===== config.mk =====
export PLATFORM = sky130hd
export DESIGN_NAME = lru_key_value_cache_unit
export DESIGN_NICKNAME = d
export VERILOG_FILES = /design/src/rtl/lkvc_pkg.sv /design/src/rtl/lkvc_ctrl.sv /design/src/rtl/lkvc_datapath.sv /design/src/rtl/lru_key_value_cache_unit.sv
export SDC_FILE = /design/constraint.sdc
export NUM_CORES = 1
export LEC_CHECK = 0
export CELL_PAD_IN_SITES_DETAIL_PLACEMENT = 1
export CELL_PAD_IN_SITES_GLOBAL_PLACEMENT = 2
export CORE_UTILIZATION = 45
export CTS_CLUSTER_DIAMETER = 30
export CTS_CLUSTER_SIZE = 14
export DETAILED_ROUTE_END_ITERATION = 12
export DONT_BUFFER_PORTS = 1
export GPL_ROUTABILITY_DRIVEN = 0
export PLACE_DENSITY = 0.75
export SYNTH_ARGS = -nofsm -noshare
export SYNTH_HDL_FRONTEND = slang
export SYNTH_SLANG_ARGS = --single-unit

===== constraint.sdc =====
create_clock -name clk -period 8.3 [get_ports clk]
set_clock_uncertainty 0.15 [all_clocks]
set_input_delay 1.245 -clock clk [delete_from_list [all_inputs] [get_ports clk]]
set_output_delay 1.245 -clock clk [all_outputs]
set_load 0.05 [all_outputs]

===== src/rtl/lkvc_pkg.sv =====
// ----------------------------------------------------------------------------
// lkvc_pkg
// Shared constants and controller/datapath interface types for the LRU cache.
// ----------------------------------------------------------------------------
package lkvc_pkg;

    localparam int DEPTH  = 16;
    localparam int KEY_W  = 32;
    localparam int VAL_W  = 32;
    localparam int CAP_W  = 5;
    localparam int IDX_W  = (DEPTH > 1) ? $clog2(DEPTH) : 1;
    localparam int RANK_W = IDX_W;
    localparam int CNT_W  = $clog2(DEPTH + 1);

    localparam logic [CAP_W-1:0] CAP_RESET = CAP_W'(16);

    localparam logic CMD_GET = 1'b0;
    localparam logic CMD_PUT = 1'b1;

    typedef struct packed {
        logic load;
        logic scan;
        logic commit;
    } lkvc_cmd_t;

    typedef struct packed {
        logic scan_last;
    } lkvc_status_t;

endpackage


===== src/rtl/lkvc_ctrl.sv =====
// ----------------------------------------------------------------------------
// lkvc_ctrl
// Sequencer: accept a request, step the entry scan, commit and post result.
// ----------------------------------------------------------------------------
module lkvc_ctrl
    import lkvc_pkg::*;
(
    input  logic         clk,
    input  logic         rst_n,
    input  logic         in_valid,
    output logic         in_ready,
    output logic         out_valid,
    input  logic         out_ready,
    input  lkvc_status_t status,
    output lkvc_cmd_t    cmd
);

    localparam logic [1:0] S_IDLE   = 2'd0;
    localparam logic [1:0] S_SCAN   = 2'd1;
    localparam logic [1:0] S_COMMIT = 2'd2;

    logic [1:0] state_reg;
    logic [1:0] state_next;
    logic       out_valid_reg;
    logic       out_valid_next;
    logic       out_free;

    assign in_ready  = (state_reg == S_IDLE);
    assign out_valid = out_valid_reg;
    assign out_free  = !out_valid_reg || out_ready;

    always_comb
    begin
        cmd.load   = in_valid && (state_reg == S_IDLE);
        cmd.scan   = (state_reg == S_SCAN);
        cmd.commit = (state_reg == S_COMMIT) && out_free;
    end

    always_comb
    begin
        state_next = state_reg;
        case (state_reg)
            S_IDLE:
            begin
                if (in_valid)
                    state_next = S_SCAN;
            end
            S_SCAN:
            begin
                if (status.scan_last)
                    state_next = S_COMMIT;
            end
            S_COMMIT:
            begin
                if (out_free)
                    state_next = S_IDLE;
            end
            default:
            begin
                state_next = S_IDLE;
            end
        endcase
    end

    always_comb
    begin
        out_valid_next = out_valid_reg;
        if (cmd.commit)
            out_valid_next = 1'b1;
        else if (out_ready)
            out_valid_next = 1'b0;
    end

    always_ff @(posedge clk or negedge rst_n)
    begin
        if (!rst_n)
        begin
            state_reg     <= S_IDLE;
            out_valid_reg <= 1'b0;
        end
        else
        begin
            state_reg     <= state_next;
            out_valid_reg <= out_valid_next;
        end
    end

endmodule


===== src/rtl/lkvc_datapath.sv =====
// ----------------------------------------------------------------------------
// lkvc_datapath
// Entry store, recency ranks, one-entry-per-cycle key scan, result register.
// ----------------------------------------------------------------------------
module lkvc_datapath
    import lkvc_pkg::*;
(
    input  logic                    clk,
    input  logic                    rst_n,
    input  lkvc_cmd_t               cmd,
    output lkvc_status_t            status,
    input  logic                    command,
    input  logic signed [KEY_W-1:0] lookup_key,
    input  logic signed [VAL_W-1:0] write_value,
    input  logic                    cfg_valid,
    output logic                    cfg_ready,
    input  logic [CAP_W-1:0]        capacity,
    output logic                    hit,
    output logic signed [VAL_W-1:0] read_value
);

    logic [KEY_W-1:0]  key_mem [DEPTH];
    logic [VAL_W-1:0]  val_mem [DEPTH];
    logic [RANK_W-1:0] rank_reg [DEPTH];
    logic [RANK_W-1:0] rank_next [DEPTH];
    logic [DEPTH-1:0]  valid_reg;
    logic [DEPTH-1:0]  valid_next;
    logic [CNT_W-1:0]  count_reg;
    logic [CNT_W-1:0]  count_next;
    logic [CAP_W-1:0]  capacity_reg;

    logic              req_cmd_reg;
    logic [KEY_W-1:0]  req_key_reg;
    logic [VAL_W-1:0]  req_val_reg;
    logic [IDX_W-1:0]  scan_idx_reg;
    logic              match_found_reg;
    logic [IDX_W-1:0]  match_idx_reg;
    logic              free_found_reg;
    logic [IDX_W-1:0]  free_idx_reg;
    logic              hit_reg;
    logic [VAL_W-1:0]  read_value_reg;

    logic [31:0]       cap_wide;
    logic [CNT_W-1:0]  cap_eff;
    logic              evicting;
    logic [RANK_W-1:0] evict_rank;
    logic              scan_hit;
    logic              scan_free;
    logic [RANK_W-1:0] match_rank;

    assign cfg_ready        = 1'b1;
    assign status.scan_last = (scan_idx_reg == IDX_W'(DEPTH - 1));
    assign hit              = hit_reg;
    assign read_value       = read_value_reg;

    always_comb
    begin
        cap_wide = 32'(capacity_reg);
        if (cap_wide == 32'd0)
            cap_eff = CNT_W'(1);
        else if (cap_wide > 32'(DEPTH))
            cap_eff = CNT_W'(DEPTH);
        else
            cap_eff = CNT_W'(capacity_reg);
    end

    assign evicting   = (count_reg >= cap_eff);
    assign evict_rank = RANK_W'(cap_eff - CNT_W'(1));
    assign scan_hit   = valid_reg[scan_idx_reg] && (key_mem[scan_idx_reg] == req_key_reg);
    assign scan_free  = !valid_reg[scan_idx_reg]
                        || (evicting && (rank_reg[scan_idx_reg] >= evict_rank));
    assign match_rank = rank_reg[match_idx_reg];

    // rank/valid update on commit: touch on hit, evict+insert on put miss
    always_comb
    begin
        valid_next = valid_reg;
        count_next = count_reg;
        for (int j = 0; j < DEPTH; j++)
            rank_next[j] = rank_reg[j];
        if (cmd.commit)
        begin
            if (match_found_reg)
            begin
                for (int j = 0; j < DEPTH; j++)
                    if (valid_reg[j] && (rank_reg[j] < match_rank))
                        rank_next[j] = rank_reg[j] + RANK_W'(1);
                rank_next[match_idx_reg] = '0;
            end
            else if ((req_cmd_reg == CMD_PUT) && free_found_reg)
            begin
                for (int j = 0; j < DEPTH; j++)
                begin
                    if (valid_reg[j])
                    begin
                        if (evicting && (rank_reg[j] >= evict_rank))
                            valid_next[j] = 1'b0;
                        else
                            rank_next[j] = rank_reg[j] + RANK_W'(1);
                    end
                end
                valid_next[free_idx_reg] = 1'b1;
                rank_next[free_idx_reg]  = '0;
                count_next = evicting ? cap_eff : count_reg + CNT_W'(1);
            end
        end
    end

    always_ff @(posedge clk or negedge rst_n)
    begin
        if (!rst_n)
        begin
            valid_reg       <= '0;
            count_reg       <= '0;
            capacity_reg    <= CAP_RESET;
            scan_idx_reg    <= '0;
            match_found_reg <= 1'b0;
            free_found_reg  <= 1'b0;
        end
        else
        begin
            valid_reg <= valid_next;
            count_reg <= count_next;
            if (cfg_valid && cfg_ready)
                capacity_reg <= capacity;
            if (cmd.load)
            begin
                scan_idx_reg    <= '0;
                match_found_reg <= 1'b0;
                free_found_reg  <= 1'b0;
            end
            else if (cmd.scan)
            begin
                scan_idx_reg <= scan_idx_reg + IDX_W'(1);
                if (scan_hit && !match_found_reg)
                    match_found_reg <= 1'b1;
                if (scan_free && !free_found_reg)
                    free_found_reg <= 1'b1;
            end
        end
    end

    always_ff @(posedge clk)
    begin
        for (int j = 0; j < DEPTH; j++)
            rank_reg[j] <= rank_next[j];
        if (cmd.load)
        begin
            req_cmd_reg <= command;
            req_key_reg <= lookup_key;
            req_val_reg <= write_value;
        end
        if (cmd.scan)
        begin
            if (scan_hit && !match_found_reg)
                match_idx_reg <= scan_idx_reg;
            if (scan_free && !free_found_reg)
                free_idx_reg <= scan_idx_reg;
        end
        if (cmd.commit)
        begin
            hit_reg <= match_found_reg;
            if (match_found_reg && (req_cmd_reg == CMD_GET))
                read_value_reg <= val_mem[match_idx_reg];
            else
                read_value_reg <= '0;
            if (match_found_reg)
            begin
                if (req_cmd_reg == CMD_PUT)
                    val_mem[match_idx_reg] <= req_val_reg;
            end
            else if ((req_cmd_reg == CMD_PUT) && free_found_reg)
            begin
                key_mem[free_idx_reg] <= req_key_reg;
                val_mem[free_idx_reg] <= req_val_reg;
            end
        end
    end

endmodule


===== src/rtl/lru_key_value_cache_unit.sv =====
// ----------------------------------------------------------------------------
// lru_key_value_cache_unit
// Fully associative 16-entry key/value cache with LRU replacement.
// ----------------------------------------------------------------------------
// Request channel (in_valid/in_ready): command (0 get, 1 put), lookup_key,
// write_value. Result channel (out_valid/out_ready): hit, read_value; one
// result beat per request beat. A get miss and every put return read_value 0.
// Config channel (cfg_valid/cfg_ready): capacity, always ready; write only
// while no request is in flight. Capacity 0 acts as 1, above 16 acts as 16.
// Each request passes through an accept step, a scan over all 16 entries that
// compares one stored key per cycle on a single comparator, and a commit
// step that updates the recency ranks and valid bits and loads the result
// register. in_ready is high only between requests; a new request is taken
// while the previous result still waits. If the receiver stalls, the commit
// cycle holds until the result register is free, so nothing is dropped.
// Reset empties the cache (all entries invalid, count zero) and sets
// capacity to 16; no clearing pass is needed.
// ----------------------------------------------------------------------------
module lru_key_value_cache_unit
    import lkvc_pkg::*;
(
    input  logic                    clk,
    input  logic                    rst_n,
    input  logic                    in_valid,
    output logic                    in_ready,
    input  logic                    command,
    input  logic signed [KEY_W-1:0] lookup_key,
    input  logic signed [VAL_W-1:0] write_value,
    output logic                    out_valid,
    input  logic                    out_ready,
    output logic                    hit,
    output logic signed [VAL_W-1:0] read_value,
    input  logic                    cfg_valid,
    output logic                    cfg_ready,
    input  logic [CAP_W-1:0]        capacity
);

    lkvc_cmd_t    cmd;
    lkvc_status_t status;

    lkvc_ctrl u_ctrl (
        .clk       (clk),
        .rst_n     (rst_n),
        .in_valid  (in_valid),
        .in_ready  (in_ready),
        .out_valid (out_valid),
        .out_ready (out_ready),
        .status    (status),
        .cmd       (cmd)
    );

    lkvc_datapath u_datapath (
        .clk         (clk),
        .rst_n       (rst_n),
        .cmd         (cmd),
        .status      (status),
        .command     (command),
        .lookup_key  (lookup_key),
        .write_value (write_value),
        .cfg_valid   (cfg_valid),
        .cfg_ready   (cfg_ready),
        .capacity    (capacity),
        .hit         (hit),
        .read_value  (read_value)
    );

endmodule


==> results of run 1 <==
==> worst paths after layout <==
check	start	endpoint	slack (ps)	cells after the start
max in group asynchronous	rst_n	u_datapath.match_found_reg$_DFFE_PN0P_	7620	1
min reg2reg	u_datapath.valid_reg[15]$_DFFE_PN0P_	u_datapath.valid_reg[15]$_DFFE_PN0P_	360	1
max reg2reg	u_datapath.scan_idx_reg[0]$_DFFE_PN0P_	u_datapath.free_idx_reg[2]$_DFFE_PP_	3470	13
max	u_datapath.scan_idx_reg[0]$_DFFE_PN0P_	u_datapath.free_idx_reg[2]$_DFFE_PP_	3470	13
min	rst_n	u_datapath.capacity_reg[4]$_DFFE_PN1P_	140	0
min in group clk	write_value[18]	u_datapath.req_val_reg[18]$_DFFE_PP_	360	0
==> power by group <==
group	internal [W]	leakage, nW	switching [W]	total, W
clock network	0.00631	3.93	0.00342	0.00973
logic	0.00132	6.34	0.00179	0.00310
registers	0.00714	11.1	0.000434	0.00757
==> metal layers <==
layer,wire length [microns],vias to the layer above
met2,67400,984
met1,57500,15100
li1,-,12100
met3,9040,269
met5,98,-
met4,3740,16
==> cell type report <==
cell class                      instances  area, sq um
Clock buffer                          260         6000
Multi-Input combinational cell       1396        14900
Tap cell                             1524         1910
Sequential cell                      1233        36800
Inverter                              111          419
Timing Repair Buffer                   53          455
Clock inverter                        183         2270
Fill cell                           10400        53300
Antenna cell                            6         15.0
==> layout by cell type (no fill, tap or decap), types with 22 or more instances in the layout <==
cell type | netlist | final
clkinv_2 | 0 | 33
clkinvlp_4 | 0 | 37
mux4_2 | 302 | 302
o221ai_1 | 22 | 22
a21oi_1 | 100 | 99
ha_1 | 123 | 123
nand2_1 | 72 | 72
a21o_1 | 60 | 60
dfrtp_1 | 34 | 29
clkinv_4 | 0 | 24
bufinv_16 | 0 | 33
edfxtp_1 | 1194 | 1194
o21ai_0 | 77 | 76
a22oi_1 | 24 | 24
nor2b_1 | 59 | 59
clkbuf_1 | 60 | 22
nor2_1 | 117 | 88
inv_6 | 0 | 29
buf_4 | 14 | 49
mux2i_1 | 76 | 76
a211oi_1 | 31 | 31
o22ai_1 | 41 | 41
nand2b_1 | 32 | 31
nor3_1 | 40 | 36
clkbuf_16 | 0 | 235
or3_1 | 23 | 23
inv_1 | 109 | 107
nand3_1 | 24 | 24
nor2_4 | 0 | 29
==> kinds of logic after synthesis <==
family	synth area share, %
multiplexers	14.9
XOR/XNOR	0.400
flip-flops	70.0
adder cells (fa/ha/maj)	3.25
buffers and inverters	2.11
AND/OR/NAND/NOR	3.99
AO/OA/AOI/OAI	5.29
other	0.00714
==> worst reg2reg max path, cell delays in order (launching register included) <==
cell,delay [ps]
dfrtp_4,880
buf_12,600
mux2i_1,530
a221oi_1,490
nor2_1,80
nor2_1,100
a221oi_1,60
ha_1,300
nand2b_1,100
a21o_1,110
a21o_1,110
maj3_1,180
nand2_1,90
a211oi_1,650
==> timing repair <==
action	4_1_cts	5_1_grt
hold endpoints to repair	34	0
buffers inserted	0	0
hold buffers	1	0
==> per-stage QoR <==
step | power (W) | setup slack (ps) | cells | area (sq um) | util [%]
detailed placement | 0.0108 | 3280 | 4316 | 54500 | 46.9
global route | 0.0210 | 3080 | 4763 | 62800 | 54.1
finish | 0.0204 | 3470 | 4766 | 62800 | 54.1
global placement | 0.0106 | 3430 | 4316 | 54500 | 46.9
CTS | 0.0205 | 3510 | 4760 | 62800 | 54.1
floorplan | 0.00989 | 1240 | 2859 | 52600 | -
==> results.json, run 1 <==
{
  "synth_top_area_cell": "edfxtp_1",
  "ys_async_sr_fraction_pct": 2.84,
  "die_area_sq_mm": 0.118,
  "tritoncts": "done",
  "relSlewSlack_pct": 15.9,
  "grt_pass1_vias": 30900,
  "via_per_inst": 5.97,
  "ios": 111,
  "max_freq_mhz": 207,
  "portBuffers": 0,
  "maxCapViolations": 0,
  "synthCells": 2859,
  "dp_hpwl_microns": 75600,
  "grt_util_met3_pct": 5.39,
  "max_stage_delay_ps": 880,
  "antenna_found_initial": 14,
  "grt_overflow_total": 0,
  "cts-root-buf": "clkbuf_16",
  "status": "complete, no violations",
  "initial_utilization_pct": 45.3,
  "clock_latency_ps": 820,
  "cp.arrival_ps": 5100,
  "critPathSlowestCell": "dfrtp_4",
  "worst_pin_slew_ps": 1260,
  "num_vias": 28500,
  "leakagePower_nw": 21.4,
  "grt_use_met1_pct": 31.6,
  "setup_viol": 0,
  "finalCritPeriodShare_pct": 58.1,
  "clockBufferDepth": 3,
  "crit_buf_inv": 1,
  "whs_ps": 136,
  "wl_microns": 138000,
  "cellPowerDensity_mw_per_mm2": 325,
  "synth_most_common_cell": "edfxtp_1",
  "finalSetupTns_ps": 0,
  "nets": 3226,
  "wl_per_cell_microns": 28.9,
  "die_w_microns": 344,
  "grt_pass1_wl_microns": 202000,
  "grt_max_degree": 135,
  "yosys.area.top_type_share_pct": 68.2,
  "dr.pass1.iters": 6,
  "synth_nets": 3057,
  "syn-cell-area_sq_mm": 0.0526,
  "hold_violations": 0,
  "cts_sinks": 1233,
  "min_path_type": "in -> async",
  "htreeDepth": 4,
  "ys_types": 71,
  "crit_fanout": 114,
  "die_y_microns": 344,
  "busiest_layer": "met2",
  "critPathKind": "reg -> reg",
  "rows": 125,
  "peakVddDrop_mv": 0.304,
  "rsz0062_at_grt": "false",
  "slew_viol_final": 0,
  "clkSlewWorstSetupHoldPaths_ps": 60,
  "min_period_ps": 4830,
  "met2_usage_pct": 38.1,
  "yosys_warnings": 0,
  "synth_seq_area_share_pct": 70.0,
  "ant_nets": 0,
  "path_delay_family": "compound AO/OA/AOI/OAI gates",
  "syn_area_per_cell_sq_um": 18.4,
  "synth_seq_cells": 1233,
  "grt_usage_pct": 23.6,
  "cp.required_ps": 8580,
  "synthTopCellsByCount": "edfxtp_1, mux4_2, ha_1",
  "synthFlopType": "edfxtp_1",
  "drive_gt1_share_pct": 26.0,
  "synth_edf_count": 1194,
  "first_iter_violations": 2653,
  "cts_resized": 0,
  "path_cells": "buf_12 > mux2i_1 > a221oi_1 > nor2_1 > nor2_1 > a221oi_1 > ha_1 > nand2b_1 > a21o_1 > a21o_1 > maj3_1 > nand2_1 > a211oi_1",
  "worst_setup_path_end_kind": "flop",
  "cts_buffers": 233,
  "synth.area.top_cells": "edfxtp_1, mux4_2, ha_1",
  "critPathLaunchType": "flop",
  "core_sq_mm": 0.116,
  "drc": 0,
  "syn_to_final_growth_pct": 19.5
}
Power figures use the tool's default switching activity.
==> run 2: changes to the inputs <==
==> constraint.sdc (replaced) <==
create_clock -name clk -period 4.5 [get_ports clk]
set_clock_uncertainty 0.15 [all_clocks]
set_input_delay 0.675 -clock clk [delete_from_list [all_inputs] [get_ports clk]]
set_output_delay 0.675 -clock clk [all_outputs]
set_load 0.05 [all_outputs]
==> run 2 against run 1 <==
Count of clock-buffer cells in the layout grew 56. Final cell count grew 3.7%. Sequential power grew 82%. Critical path depth is the same. Via count grew 4.9%. Design area grew 3.5%. Critical endpoint is now u_datapath.rank_reg[12][3]$_DFFE_PP_. Maximum frequency grew 13%. Total power grew 94%. Die area is the same. Hold slack gained 78 ps.
==> results.json, run 2 (synthesized netlist as in run 1, its figures left out) <==
{
  "finalCritPeriodShare_pct": 94.5,
  "min_path_type": "in -> async",
  "relSlewSlack_pct": 28.6,
  "cts-root-buf": "clkbuf_16",
  "cp.required_ps": 4910,
  "dr.pass1.iters": 5,
  "final_cells": 4942,
  "final_cell_mix": "edfxtp_1, mux4_2, clkbuf_16",
  "cts_sinks": 1233,
  "worst_pin_slew_ps": 1070,
  "nFillCells": 10300,
  "grt_pass1_vias": 32600,
  "grt_pass1_wl_microns": 219000,
  "core_sq_mm": 0.116,
  "detail_route.wirelength.met1_microns": 60700,
  "post_cts_buffers": 0,
  "wl_microns": 149000,
  "grt_overflow_total": 0,
  "dp_hpwl_microns": 81100,
  "finalSetupTns_ps": 0,
  "ant_nets": 0,
  "cts_buffers": 279,
  "ios": 111,
  "clockBufferDepth": 4,
  "dp.cells": 4382,
  "cp.arrival_ps": 4660,
  "wl_met2_microns": 74600,
  "leakagePower_nw": 22.5,
  "tritoncts": "done",
  "setup_viol": 0,
  "wl_per_cell_microns": 30.1,
  "slew_viol_final": 0,
  "maxCapViolations": 0,
  "layout_commonest_cell": "edfxtp_1",
  "syn_to_final_growth_pct": 23.7,
  "via_per_inst": 6.04,
  "antenna_found_initial": 7,
  "num_vias": 29900,
  "hold_violations": 0,
  "postCtsHoldBufs": 74,
  "critPathLaunchType": "flop",
  "rsz0062_at_grt": "false",
  "die_w_microns": 344,
  "cts_resized": 0,
  "initial_utilization_pct": 45.3,
  "nets": 3411,
  "worst_setup_path_end_kind": "flop",
  "die_area_sq_mm": 0.118,
  "critPathKind": "reg -> reg",
  "crit_fanout": 16,
  "portBuffers": 0,
  "first_iter_violations": 2845,
  "drc": 0,
  "htreeDepth": 5,
  "clkSlewWorstSetupHoldPaths_ps": 40,
  "status": "complete, no violations",
  "cellPowerDensity_mw_per_mm2": 608,
  "drive_gt1_share_pct": 27.1,
  "top_layer_used": "met5",
  "peakVddDrop_mv": 0.412,
  "clock_latency_ps": 870,
  "grt_usage_pct": 25.5,
  "grt_max_degree": 129,
  "die_y_microns": 344,
  "min_period_ps": 4250,
  "max_freq_mhz": 235,
  "rows": 125,
  "met3_length_microns": 10400
}
## run 2: cell count changes in the layout (fill, tap and decap cells not counted), moves of 5 or more
cell	delta
bufinv_16	-9
clkinv_1	+17
buf_12	+25
clkbuf_1	+7
diode_2	-5
inv_6	-10
clkbuf_16	+51
clkinv_16	-7
buf_4	+41
inv_8	-5
dlygate4sd3_1	+73
## run 2: final cells by class
class / count / area [sq um] / area share [%]
Multi-Input combinational cell: 1396 / 14900 / 22.9
Antenna cell: 1 / 2.50 / 0.00385
Timing Repair Buffer: 192 / 1990 / 3.07
Clock buffer: 316 / 7280 / 11.2
Tap cell: 1524 / 1910 / 2.93
Sequential cell: 1233 / 36800 / 56.7
Clock inverter: 169 / 1670 / 2.56
Inverter: 111 / 419 / 0.645
## run 2: per-stage QoR
step                setup WS [ps]  hold slack, ps  cell area, sq um  utilization, %  total power [W]
finish                        246             214             65000            56.0           0.0395
global route                 59.3             229             65000            56.0           0.0407
CTS                           268             148             65000            56.0           0.0397
detailed placement            349             236             55300            47.6           0.0202
global placement              382             236             55300            47.6           0.0200
floorplan                    -133             229             52600               -           0.0182
## run 2: power by group
group	total [W]	internal, W	switching [W]	leakage, nW
Sequential	0.0138	0.0132	0.000620	11.1
Clock	0.0193	0.0129	0.00637	4.28
Combinational	0.00638	0.00267	0.00371	7.06
## run 2: routing by layer
metal	track usage (%)	vias to the layer above
met3	5.48	239
met2	42.3	1233
met1	33.9	15900
met4	7.65	8
met5	0	-
li1	-	12500
## run 2: critical path, stage by stage, from the launching register on
cell and delay, ps:
dfxtp_1 360, buf_12 200, mux4_2 570, mux4_2 470, inv_1 70, buf_4 290
ha_1 290, or3_1 300, o21ai_0 90, a21oi_1 80, a211o_1 340, nor2b_1 140
a21oi_1 380, o221ai_1 210
## run 2: worst paths after layout
check	from	end	slack, ps	cells after the start
worst min-delay path	rst_n	u_datapath.capacity_reg[0]$_DFFE_PN0P_	210	2
worst max register to register	flop	u_datapath.rank_reg[12][3]$_DFFE_PP_	250	13
min in group clk	out_ready	u_ctrl.state_reg[1]$_DFFE_PN0P_	220	2
worst max-delay path	flop	u_datapath.rank_reg[12][3]$_DFFE_PP_	250	13
max in group asynchronous	rst_n	u_datapath.scan_idx_reg[0]$_DFFE_PN0P_	3700	2
worst min register to register	u_datapath.valid_reg[14]$_DFFE_PN0P_	u_datapath.valid_reg[14]$_DFFE_PN0P_	370	1
